`src/mfc_pkg.sv`:
```
// ----------------------------------------------------------------------------
// mfc_pkg
// Shared types, codes and the CRC-16/MODBUS byte fold for the message
// fragmenter.
// ----------------------------------------------------------------------------
package mfc_pkg;

    localparam int LEN_BITS_DEF = 32;

    localparam logic [15:0] MAX_FRAG_RESET = 16'd1008;
    localparam logic [15:0] CRC_INIT       = 16'hFFFF;
    localparam logic [15:0] CRC_POLY       = 16'hA001;

    localparam logic KIND_START = 1'b0;
    localparam logic KIND_DATA  = 1'b1;

    localparam logic [1:0] RK_ACCEPT = 2'd0;
    localparam logic [1:0] RK_BYTE   = 2'd1;
    localparam logic [1:0] RK_HEADER = 2'd2;
    localparam logic [1:0] RK_ERROR  = 2'd3;

    typedef struct packed {
        logic [1:0]  rec_kind;
        logic [7:0]  out_byte;
        logic [31:0] message_id;
        logic [15:0] frag_number;
        logic [15:0] frag_count;
        logic [15:0] frag_bytes;
        logic [31:0] message_bytes;
        logic [15:0] frag_crc;
        logic        last;
    } t_rec;

    function automatic logic [15:0] crc_fold(input logic [15:0] crc_in,
                                             input logic [7:0]  data);
        logic [15:0] crc;
        crc = crc_in ^ {8'h00, data};
        for (int b = 0; b < 8; b++) begin
            if (crc[0]) begin
                crc = (crc >> 1) ^ CRC_POLY;
            end else begin
                crc = crc >> 1;
            end
        end
        return crc;
    endfunction

endpackage

```
`src/mfc_if.sv`:
```
// ----------------------------------------------------------------------------
// mfc_in_if / mfc_out_if
// Valid/ready channels for the input items and the result records.
// ----------------------------------------------------------------------------
interface mfc_in_if;
    logic        valid;
    logic        ready;
    logic        kind;
    logic [31:0] msg_len;
    logic [7:0]  data_byte;

    modport source (output valid, kind, msg_len, data_byte, input ready);
    modport sink   (input valid, kind, msg_len, data_byte, output ready);
endinterface

interface mfc_out_if;
    logic        valid;
    logic        ready;
    logic [1:0]  rec_kind;
    logic [7:0]  out_byte;
    logic [31:0] message_id;
    logic [15:0] frag_number;
    logic [15:0] frag_count;
    logic [15:0] frag_bytes;
    logic [31:0] message_bytes;
    logic [15:0] frag_crc;
    logic        last;

    modport source (output valid, rec_kind, out_byte, message_id, frag_number,
                    frag_count, frag_bytes, message_bytes, frag_crc, last,
                    input ready);
    modport sink   (input valid, rec_kind, out_byte, message_id, frag_number,
                    frag_count, frag_bytes, message_bytes, frag_crc, last,
                    output ready);
endinterface

```
`src/mfc_div.sv`:
```
// ----------------------------------------------------------------------------
// mfc_div
// Restoring divider, one quotient bit per cycle, keeping the low 16
// quotient bits.
// ----------------------------------------------------------------------------
module mfc_div #(
    parameter int W = 33
) (
    input  logic         i_clk,
    input  logic         i_rst_n,
    input  logic         i_start,
    input  logic [W-1:0] i_dividend,
    input  logic [15:0]  i_divisor,
    output logic         o_done,
    output logic [15:0]  o_quot
);

    localparam int CW = $clog2(W);

    logic          r_busy, n_busy;
    logic          r_done, n_done;
    logic [CW-1:0] r_cnt, n_cnt;
    logic [W-1:0]  r_dvd, n_dvd;
    logic [15:0]   r_rem, n_rem;
    logic [15:0]   r_div, n_div;
    logic [15:0]   r_quot, n_quot;
    logic [16:0]   trial;
    logic [16:0]   diff;

    always_comb begin
        n_busy = r_busy;
        n_done = 1'b0;
        n_cnt  = r_cnt;
        n_dvd  = r_dvd;
        n_rem  = r_rem;
        n_div  = r_div;
        n_quot = r_quot;
        trial  = {r_rem, r_dvd[W-1]};
        diff   = trial - {1'b0, r_div};
        if (i_start) begin
            n_busy = 1'b1;
            n_cnt  = '0;
            n_dvd  = i_dividend;
            n_rem  = '0;
            n_div  = i_divisor;
            n_quot = '0;
        end else if (r_busy) begin
            n_dvd = r_dvd << 1;
            if (!diff[16]) begin
                n_rem  = diff[15:0];
                n_quot = {r_quot[14:0], 1'b1};
            end else begin
                n_rem  = trial[15:0];
                n_quot = {r_quot[14:0], 1'b0};
            end
            n_cnt = r_cnt + 1'b1;
            if (r_cnt == CW'(W - 1)) begin
                n_busy = 1'b0;
                n_done = 1'b1;
            end
        end
    end

    always_ff @(posedge i_clk) begin
        if (!i_rst_n) begin
            r_busy <= 1'b0;
            r_done <= 1'b0;
            r_cnt  <= '0;
        end else begin
            r_busy <= n_busy;
            r_done <= n_done;
            r_cnt  <= n_cnt;
        end
        r_dvd  <= n_dvd;
        r_rem  <= n_rem;
        r_div  <= n_div;
        r_quot <= n_quot;
    end

    assign o_done = r_done;
    assign o_quot = r_quot;

endmodule

```
`src/message_fragmenter_crc16.sv`:
```
// ----------------------------------------------------------------------------
// message_fragmenter_crc16
// Splits messages into fragments, passes payload bytes through and emits a
// header record with a CRC-16/MODBUS after the last byte of each fragment.
//
//   Channel  Dir  Handshake      Transaction
//   i_in     in   valid/ready    start of message (length) or one data byte
//   o_rec    out  valid/ready    accept, payload byte, header or error record
//   i_cfg    in   write enable   fragment size limit, no read-back
//
// A data byte of an open message yields a payload record; a byte that ends a
// fragment also queues a header record, and the next transaction waits until
// it has been taken. The fragment count of a valid start is computed by the
// bit-serial divider. Errors yield an error record.
// Reset is synchronous and active low. A stalled output holds its record.
// ----------------------------------------------------------------------------
module message_fragmenter_crc16
    import mfc_pkg::*;
#(
    parameter int LEN_BITS = LEN_BITS_DEF
) (
    input  logic        i_clk,
    input  logic        i_rst_n,
    input  logic        i_cfg_we,
    input  logic [15:0] i_cfg_wdata,
    mfc_in_if.sink      i_in,
    mfc_out_if.source   o_rec
);

    localparam int DW = ((LEN_BITS > 16) ? LEN_BITS : 16) + 1;

    localparam logic ST_IDLE = 1'b0;
    localparam logic ST_DIV  = 1'b1;

    logic                r_state, n_state;
    logic [15:0]         r_max;
    logic                r_busy, n_busy;
    logic [31:0]         r_id_cnt, n_id_cnt;
    logic [31:0]         r_cur_id, n_cur_id;
    logic [15:0]         r_crc, n_crc;
    logic [15:0]         r_frag_idx, n_frag_idx;
    logic [15:0]         r_frag_total, n_frag_total;
    logic [15:0]         r_bif, n_bif;
    logic [LEN_BITS-1:0] r_left, n_left;
    logic [LEN_BITS-1:0] r_total, n_total;
    logic [LEN_BITS-1:0] r_len, n_len;
    t_rec                r_out, n_out;
    logic                r_out_vld, n_out_vld;
    t_rec                r_hdr, n_hdr;
    logic                r_hdr_vld, n_hdr_vld;

    logic                in_ready;
    logic                in_fire;
    logic                out_take;
    logic                div_start;
    logic                div_done;
    logic [15:0]         div_quot;
    logic [DW-1:0]       dividend;
    logic                len_bad;
    logic [15:0]         crc_nx;
    logic [15:0]         bif_nx;
    logic [LEN_BITS-1:0] left_nx;
    logic                frag_end;
    t_rec                err_rec;

    mfc_div #(
        .W (DW)
    ) u_div (
        .i_clk      (i_clk),
        .i_rst_n    (i_rst_n),
        .i_start    (div_start),
        .i_dividend (dividend),
        .i_divisor  (r_max),
        .o_done     (div_done),
        .o_quot     (div_quot)
    );

    assign out_take = r_out_vld && o_rec.ready;
    assign in_ready = (r_state == ST_IDLE) && !r_hdr_vld && (!r_out_vld || out_take);
    assign in_fire  = i_in.valid && in_ready;
    assign len_bad  = (i_in.msg_len == '0) || ((i_in.msg_len >> LEN_BITS) != '0)
                      || (r_max == '0);
    assign dividend = DW'(i_in.msg_len[LEN_BITS-1:0]) + DW'(r_max) - DW'(1);
    assign crc_nx   = crc_fold(r_crc, i_in.data_byte);
    assign bif_nx   = r_bif + 16'd1;
    assign left_nx  = r_left - LEN_BITS'(1);
    assign frag_end = (left_nx == '0) || (bif_nx >= r_max);

    always_comb begin
        err_rec          = '0;
        err_rec.rec_kind = RK_ERROR;
        err_rec.last     = 1'b1;
    end

    always_comb begin
        n_state      = r_state;
        n_busy       = r_busy;
        n_id_cnt     = r_id_cnt;
        n_cur_id     = r_cur_id;
        n_crc        = r_crc;
        n_frag_idx   = r_frag_idx;
        n_frag_total = r_frag_total;
        n_bif        = r_bif;
        n_left       = r_left;
        n_total      = r_total;
        n_len        = r_len;
        n_out        = r_out;
        n_out_vld    = r_out_vld;
        n_hdr        = r_hdr;
        n_hdr_vld    = r_hdr_vld;
        div_start    = 1'b0;

        if (out_take) begin
            if (r_hdr_vld) begin
                n_out     = r_hdr;
                n_hdr_vld = 1'b0;
            end else begin
                n_out_vld = 1'b0;
            end
        end

        if (in_fire) begin
            if (i_in.kind == KIND_START) begin
                if (len_bad) begin
                    n_out     = err_rec;
                    n_out_vld = 1'b1;
                end else begin
                    div_start = 1'b1;
                    n_state   = ST_DIV;
                    n_len     = i_in.msg_len[LEN_BITS-1:0];
                end
            end else if (!r_busy) begin
                n_out     = err_rec;
                n_out_vld = 1'b1;
            end else begin
                n_out               = '0;
                n_out.rec_kind      = RK_BYTE;
                n_out.out_byte      = i_in.data_byte;
                n_out.message_id    = r_cur_id;
                n_out.frag_number   = r_frag_idx;
                n_out.frag_count    = r_frag_total;
                n_out.message_bytes = 32'(r_total);
                n_out.last          = !frag_end;
                n_out_vld           = 1'b1;
                n_left              = left_nx;
                if (frag_end) begin
                    n_hdr               = '0;
                    n_hdr.rec_kind      = RK_HEADER;
                    n_hdr.message_id    = r_cur_id;
                    n_hdr.frag_number   = r_frag_idx;
                    n_hdr.frag_count    = r_frag_total;
                    n_hdr.frag_bytes    = bif_nx;
                    n_hdr.message_bytes = 32'(r_total);
                    n_hdr.frag_crc      = crc_nx;
                    n_hdr.last          = 1'b1;
                    n_hdr_vld           = 1'b1;
                    n_frag_idx          = r_frag_idx + 16'd1;
                    n_bif               = '0;
                    n_crc               = CRC_INIT;
                    n_busy              = (left_nx != '0);
                end else begin
                    n_bif = bif_nx;
                    n_crc = crc_nx;
                end
            end
        end

        if ((r_state == ST_DIV) && div_done) begin
            n_state             = ST_IDLE;
            n_busy              = 1'b1;
            n_cur_id            = r_id_cnt;
            n_id_cnt            = r_id_cnt + 32'd1;
            n_frag_total        = div_quot;
            n_frag_idx          = '0;
            n_bif               = '0;
            n_crc               = CRC_INIT;
            n_total             = r_len;
            n_left              = r_len;
            n_out               = '0;
            n_out.rec_kind      = RK_ACCEPT;
            n_out.message_id    = r_id_cnt;
            n_out.frag_count    = div_quot;
            n_out.message_bytes = 32'(r_len);
            n_out.last          = 1'b1;
            n_out_vld           = 1'b1;
        end
    end

    always_ff @(posedge i_clk) begin
        if (!i_rst_n) begin
            r_state      <= ST_IDLE;
            r_max        <= MAX_FRAG_RESET;
            r_busy       <= 1'b0;
            r_id_cnt     <= '0;
            r_cur_id     <= '0;
            r_crc        <= CRC_INIT;
            r_frag_idx   <= '0;
            r_frag_total <= '0;
            r_bif        <= '0;
            r_left       <= '0;
            r_total      <= '0;
            r_out_vld    <= 1'b0;
            r_hdr_vld    <= 1'b0;
        end else begin
            r_state      <= n_state;
            if (i_cfg_we) begin
                r_max <= i_cfg_wdata;
            end
            r_busy       <= n_busy;
            r_id_cnt     <= n_id_cnt;
            r_cur_id     <= n_cur_id;
            r_crc        <= n_crc;
            r_frag_idx   <= n_frag_idx;
            r_frag_total <= n_frag_total;
            r_bif        <= n_bif;
            r_left       <= n_left;
            r_total      <= n_total;
            r_out_vld    <= n_out_vld;
            r_hdr_vld    <= n_hdr_vld;
        end
        r_len <= n_len;
        r_out <= n_out;
        r_hdr <= n_hdr;
    end

    assign i_in.ready          = in_ready;
    assign o_rec.valid         = r_out_vld;
    assign o_rec.rec_kind      = r_out.rec_kind;
    assign o_rec.out_byte      = r_out.out_byte;
    assign o_rec.message_id    = r_out.message_id;
    assign o_rec.frag_number   = r_out.frag_number;
    assign o_rec.frag_count    = r_out.frag_count;
    assign o_rec.frag_bytes    = r_out.frag_bytes;
    assign o_rec.message_bytes = r_out.message_bytes;
    assign o_rec.frag_crc      = r_out.frag_crc;
    assign o_rec.last          = r_out.last;

    a_hdr_behind_out: assert property (@(posedge i_clk) disable iff (!i_rst_n)
        r_hdr_vld |-> r_out_vld)
        else $error("Header record queued without an output record ahead of it.");

    a_no_accept_in_div: assert property (@(posedge i_clk) disable iff (!i_rst_n)
        (r_state == ST_DIV) |-> !in_ready)
        else $error("Input accepted while the fragment count is being computed.");

    a_byte_then_hdr: assert property (@(posedge i_clk) disable iff (!i_rst_n)
        (r_out_vld && (r_out.rec_kind == RK_BYTE) && !r_out.last) |-> r_hdr_vld)
        else $error("Fragment-ending byte is not followed by a header record.");

    a_busy_has_bytes: assert property (@(posedge i_clk) disable iff (!i_rst_n)
        r_busy |-> (r_left != '0))
        else $error("Message is open with no bytes left.");

endmodule
```
`src/flat_wrapper.sv`:
```
// flat-port wrapper written by rule: the top's interface ports become plain ports
module message_fragmenter_crc16_flat import mfc_pkg::*;
#(
    parameter int LEN_BITS = LEN_BITS_DEF
)
  (i_clk, i_rst_n, i_cfg_we, i_cfg_wdata, i_in_valid, i_in_kind, i_in_msg_len, i_in_data_byte, i_in_ready, o_rec_valid, o_rec_rec_kind, o_rec_out_byte, o_rec_message_id, o_rec_frag_number, o_rec_frag_count, o_rec_frag_bytes, o_rec_message_bytes, o_rec_frag_crc, o_rec_last, o_rec_ready);
  mfc_in_if i_in_i ();
  mfc_out_if o_rec_i ();
  input  logic i_clk;
  input  logic i_rst_n;
  input  logic i_cfg_we;
  input  logic [15:0] i_cfg_wdata;
  input wire logic [$bits(i_in_i.valid)-1:0] i_in_valid;
  input wire logic [$bits(i_in_i.kind)-1:0] i_in_kind;
  input wire logic [$bits(i_in_i.msg_len)-1:0] i_in_msg_len;
  input wire logic [$bits(i_in_i.data_byte)-1:0] i_in_data_byte;
  output wire logic [$bits(i_in_i.ready)-1:0] i_in_ready;
  output wire logic [$bits(o_rec_i.valid)-1:0] o_rec_valid;
  output wire logic [$bits(o_rec_i.rec_kind)-1:0] o_rec_rec_kind;
  output wire logic [$bits(o_rec_i.out_byte)-1:0] o_rec_out_byte;
  output wire logic [$bits(o_rec_i.message_id)-1:0] o_rec_message_id;
  output wire logic [$bits(o_rec_i.frag_number)-1:0] o_rec_frag_number;
  output wire logic [$bits(o_rec_i.frag_count)-1:0] o_rec_frag_count;
  output wire logic [$bits(o_rec_i.frag_bytes)-1:0] o_rec_frag_bytes;
  output wire logic [$bits(o_rec_i.message_bytes)-1:0] o_rec_message_bytes;
  output wire logic [$bits(o_rec_i.frag_crc)-1:0] o_rec_frag_crc;
  output wire logic [$bits(o_rec_i.last)-1:0] o_rec_last;
  input wire logic [$bits(o_rec_i.ready)-1:0] o_rec_ready;
  assign i_in_i.valid = i_in_valid;
  assign i_in_i.kind = i_in_kind;
  assign i_in_i.msg_len = i_in_msg_len;
  assign i_in_i.data_byte = i_in_data_byte;
  assign i_in_ready = i_in_i.ready;
  assign o_rec_valid = o_rec_i.valid;
  assign o_rec_rec_kind = o_rec_i.rec_kind;
  assign o_rec_out_byte = o_rec_i.out_byte;
  assign o_rec_message_id = o_rec_i.message_id;
  assign o_rec_frag_number = o_rec_i.frag_number;
  assign o_rec_frag_count = o_rec_i.frag_count;
  assign o_rec_frag_bytes = o_rec_i.frag_bytes;
  assign o_rec_message_bytes = o_rec_i.message_bytes;
  assign o_rec_frag_crc = o_rec_i.frag_crc;
  assign o_rec_last = o_rec_i.last;
  assign o_rec_i.ready = o_rec_ready;
  message_fragmenter_crc16 #(.LEN_BITS(LEN_BITS)) u_core (.i_clk(i_clk), .i_rst_n(i_rst_n), .i_cfg_we(i_cfg_we), .i_cfg_wdata(i_cfg_wdata), .i_in(i_in_i), .o_rec(o_rec_i));
endmodule
```
`config.mk`:
```
export PLATFORM = sky130hd
export DESIGN_NAME = message_fragmenter_crc16_flat
export DESIGN_NICKNAME = d
export VERILOG_FILES = /design/src/mfc_pkg.sv /design/src/mfc_if.sv /design/src/mfc_div.sv /design/src/message_fragmenter_crc16.sv /design/src/flat_wrapper.sv
export SDC_FILE = /design/constraint.sdc
export NUM_CORES = 1
export LEC_CHECK = 0
export BUFFER_PORTS_ARGS = -buffer_cell sky130_fd_sc_hd__buf_4
export CELL_PAD_IN_SITES_DETAIL_PLACEMENT = 0
export CELL_PAD_IN_SITES_GLOBAL_PLACEMENT = 1
export CORE_MARGIN = 2
export CORE_UTILIZATION = 47
export CTS_BUF_LIST = sky130_fd_sc_hd__clkbuf_8 sky130_fd_sc_hd__clkbuf_16
export DETAILED_ROUTE_END_ITERATION = 8
export PLACE_DENSITY_LB_ADDON = 0.1
export SYNTH_ARGS = -nofsm -noshare
export SYNTH_HDL_FRONTEND = slang
export SYNTH_SLANG_ARGS = --single-unit
```
`constraint.sdc`:
```
create_clock -name i_clk -period 9.8 [get_ports i_clk]
set_input_delay 2.45 -clock i_clk [delete_from_list [all_inputs] [get_ports i_clk]]
set_output_delay 2.45 -clock i_clk [all_outputs]
set_load 0.005 [all_outputs]
```
==> flow_summary.ini <==
[outcome]
status = completed

[timing]
maxSlewHeadroom_pct = 25.17
rsz0062_at_grt = false
tightest_slew_ps = 1122
maxSlewViolCount = 0
setup-violations-final = 0
max_freq_mhz = 172.0
hold_violations = 0
period_minus_slack_ps = 5814
fin_setup_tns_ps = 0
skew_ps = 21.68
post-route-period-util_pct = 59.33

[worst_setup_path]
cp.arrival_ps = 6120
critPathKind = in -> reg
endpoint_kind = flop
crit_start = i_in_msg_len[0]
r2r-end = u_core.r_crc[11]
path_max_fanout = 3
reg2reg_from = u_core.r_bif[0]
timing.reg2reg.worst_path_depth = 16
rrSetupSlack_ps = 4650
crit_path_end = u_core.u_div.r_dvd[29]
crit_required_ps = 10110
startpoint_type = input pin

[cts]
cts-root-buf = clkbuf_16
postCtsSetupBuffers = 0
cts_inserted_buffers = 67
cts_buffer_depth = 3
post_cts_resized = 0
path_clk_slew_ps = 60
clock_latency_ps = 600
hold_buffers = 0
cts.sinks = 600
cts_tree = done
htreeDepth = 3

[floorplanning]
fp.coreArea_um2 = 56170
initial_utilization_pct = 47.29
io_pins = 203
die_w_um = 241.7
num_rows = 87
die_y_um = 241.7
die_area_um2 = 58430

[pwr]
p_leak_uw = 0.01209
powerDensity_nw_per_um2 = 186.4
power.total_uw = 5749
peakVddDrop_mv = 0.1318

[flow_run]
max_cap_viol_count = 0

[grt]
grt_pass1_wl_um = 109300
grt_max_degree = 137
antenna_found_initial = 1
grt_overflow = 0
grt_usage_pct = 23.36
grt_pass1_vias = 19650

[logic_synthesis]
synth_top_cell_by_area = dfxtp_1
synth_area_leaders = dfxtp_1 29%, edfxtp_1 24%, a21oi_1 8.1%, nand2_1 7.9%, ha_1 4.4%
netlist.area_leader.share_pct = 29.47
synth_top_flop_cell = dfxtp_1
syn_area_um2 = 26560
syn_area_per_cell_um2 = 9.169
syn-num-nets = 3055
synth_edf_count = 209
ys_seq_area_share_pct = 53.10
ys_async_sr_fraction_pct = 0
ys_warn_count = 0
ys_seq_elements = 600
synth_cell_types = 69
syn_inst = 2897

[routing]
routed-via-count = 20860
viasPerCell = 5.434
wirelength_um = 69910
post-route-drc-count = 0
ant_nets = 0
wl_per_cell_um = 18.21
drt_iter0_markers = 1423
firstDrtPassIters = 5

[worst_hold_path]
holdCritPathClass = reg -> reg

[placement]
dp_hpwl_um = 45370
gp_congestion = 0.8530
port-buffer-count = 202

[final_layout]
drive_gt1_share_pct = 11.65
fin_nets = 3186
synthToLayoutAreaGrowth_pct = 16.14
worst min path at each step:
stage | to | slack (ps) | cells after the start | from
2_1_floorplan | u_core.r_hdr[2] | 430 | 0 | u_core.r_crc[9]
3_3_place_gp | u_core.r_hdr[105] | 440 | 0 | u_core.r_cur_id[8]
3_5_place_dp | u_core.r_hdr[99] | 440 | 0 | u_core.r_cur_id[2]
4_1_cts | u_core.r_hdr[19] | 450 | 0 | u_core.r_total[2]
5_1_grt | u_core.r_hdr[19] | 460 | 0 | u_core.r_total[2]
6_report | u_core.r_hdr[6] | 450 | 0 | u_core.r_crc[13]
state kept, by name, summed over array words and instances, names as in the netlist, 32 cells and up:
signal,flops
u_core.o_rec.message_bytes,32
u_core.o_rec.message_id,32
u_core.r_cur_id,32
u_core.r_hdr,128
u_core.r_id_cnt,32
u_core.r_left,32
u_core.r_len,32
u_core.r_total,32
u_core.u_div.r_dvd,33
report_power, final:
part	leakage [µW]	internal, µW	total, µW	switching, µW
logic	0.00578	237	563	326
clock network	0.00116	1490	2510	1020
registers	0.00516	2630	2680	43.3
logic make-up after synthesis:
logic type	after synthesis	synth area share (%)
DFF	600	53.10
and+or+nand+nor	1031	16.67
muxes	64	2.435
xor gates and xnor gates	133	4.386
adders and majority gates	96	4.579
buffers and inverters	283	4.103
AOI/OAI and AO/OA	690	14.73
placed cells by master (no fill, tap or decap), types with 22 or more instances in the layout:
cell and count:
nor2_1 232, edfxtp_1 209, mux2i_1 59, xor2_1 64
buf_4 221, nand2_1 555, a31oi_1 36, ha_1 94
nor3_1 28, a21oi_1 428, dfxtp_1 390, clkbuf_16 69
nand4_1 22, xnor2_1 68, inv_1 141, nand3_1 66
o21ai_0 105
worst max-delay path, stage by stage:
cell	delay (ps)
buf_4	110
inv_1	180
ha_1	190
inv_1	50
ha_1	200
inv_1	80
fa_1	210
nor2b_1	70
o31a_1	270
o41ai_1	620
o211ai_1	270
a41oi_1	440
o21ai_0	230
a41oi_1	380
a21oi_1	140
xnor2_1	150
o21ai_0	80
cell type report:
class | instances | area (µm²)
clock inverters | 47 | 405.4
well taps | 756 | 945.9
diodes | 1 | 2.502
multi-input cells | 2014 | 11440
flip-flops and latches | 600 | 14100
fillers | 5218 | 25320
repair buffers | 222 | 1679
clock buffers | 75 | 1809
inverters | 123 | 464.2
synth_stat cells (17+ instances only):
cell type	n
xor2_1	64
nand4_1	22
inv_1	123
and3_1	22
nand2_1	556
mux2i_1	59
nor3_1	28
xnor2_1	69
clkbuf_1	139
buf_1	17
a21o_1	20
nor2_1	232
o21ai_0	105
nor4_1	19
edfxtp_1	209
a31oi_1	36
a21oi_1	428
ha_1	94
nand3_1	69
dfxtp_1	391
layer usage:
metal,vias up,global-route usage (%),part of all wire [%]
met5,-,0,0
met3,113,3.973,4.9
met4,0,8.787,3.1
li1,10310,-,-
met2,506,38.19,46
met1,9931,31.10,46
per-stage QoR:
stage          area, µm²  hold slack, ps  setup slack (ps)  utilization [%]  instances
2_1_floorplan      26560           429.9              2152                -       2897
3_3_place_gp       28630           435.4              3469            50.97       3715
3_5_place_dp       28630           441.0              3423            50.97       3715
4_1_cts            30850           453.1              4044            54.92       3837
5_1_grt            30850           462.3              3694            54.92       3837
6_report           30850           454.4              3986            54.92       3838
Note: power is estimated with default switching activity, not from simulation.
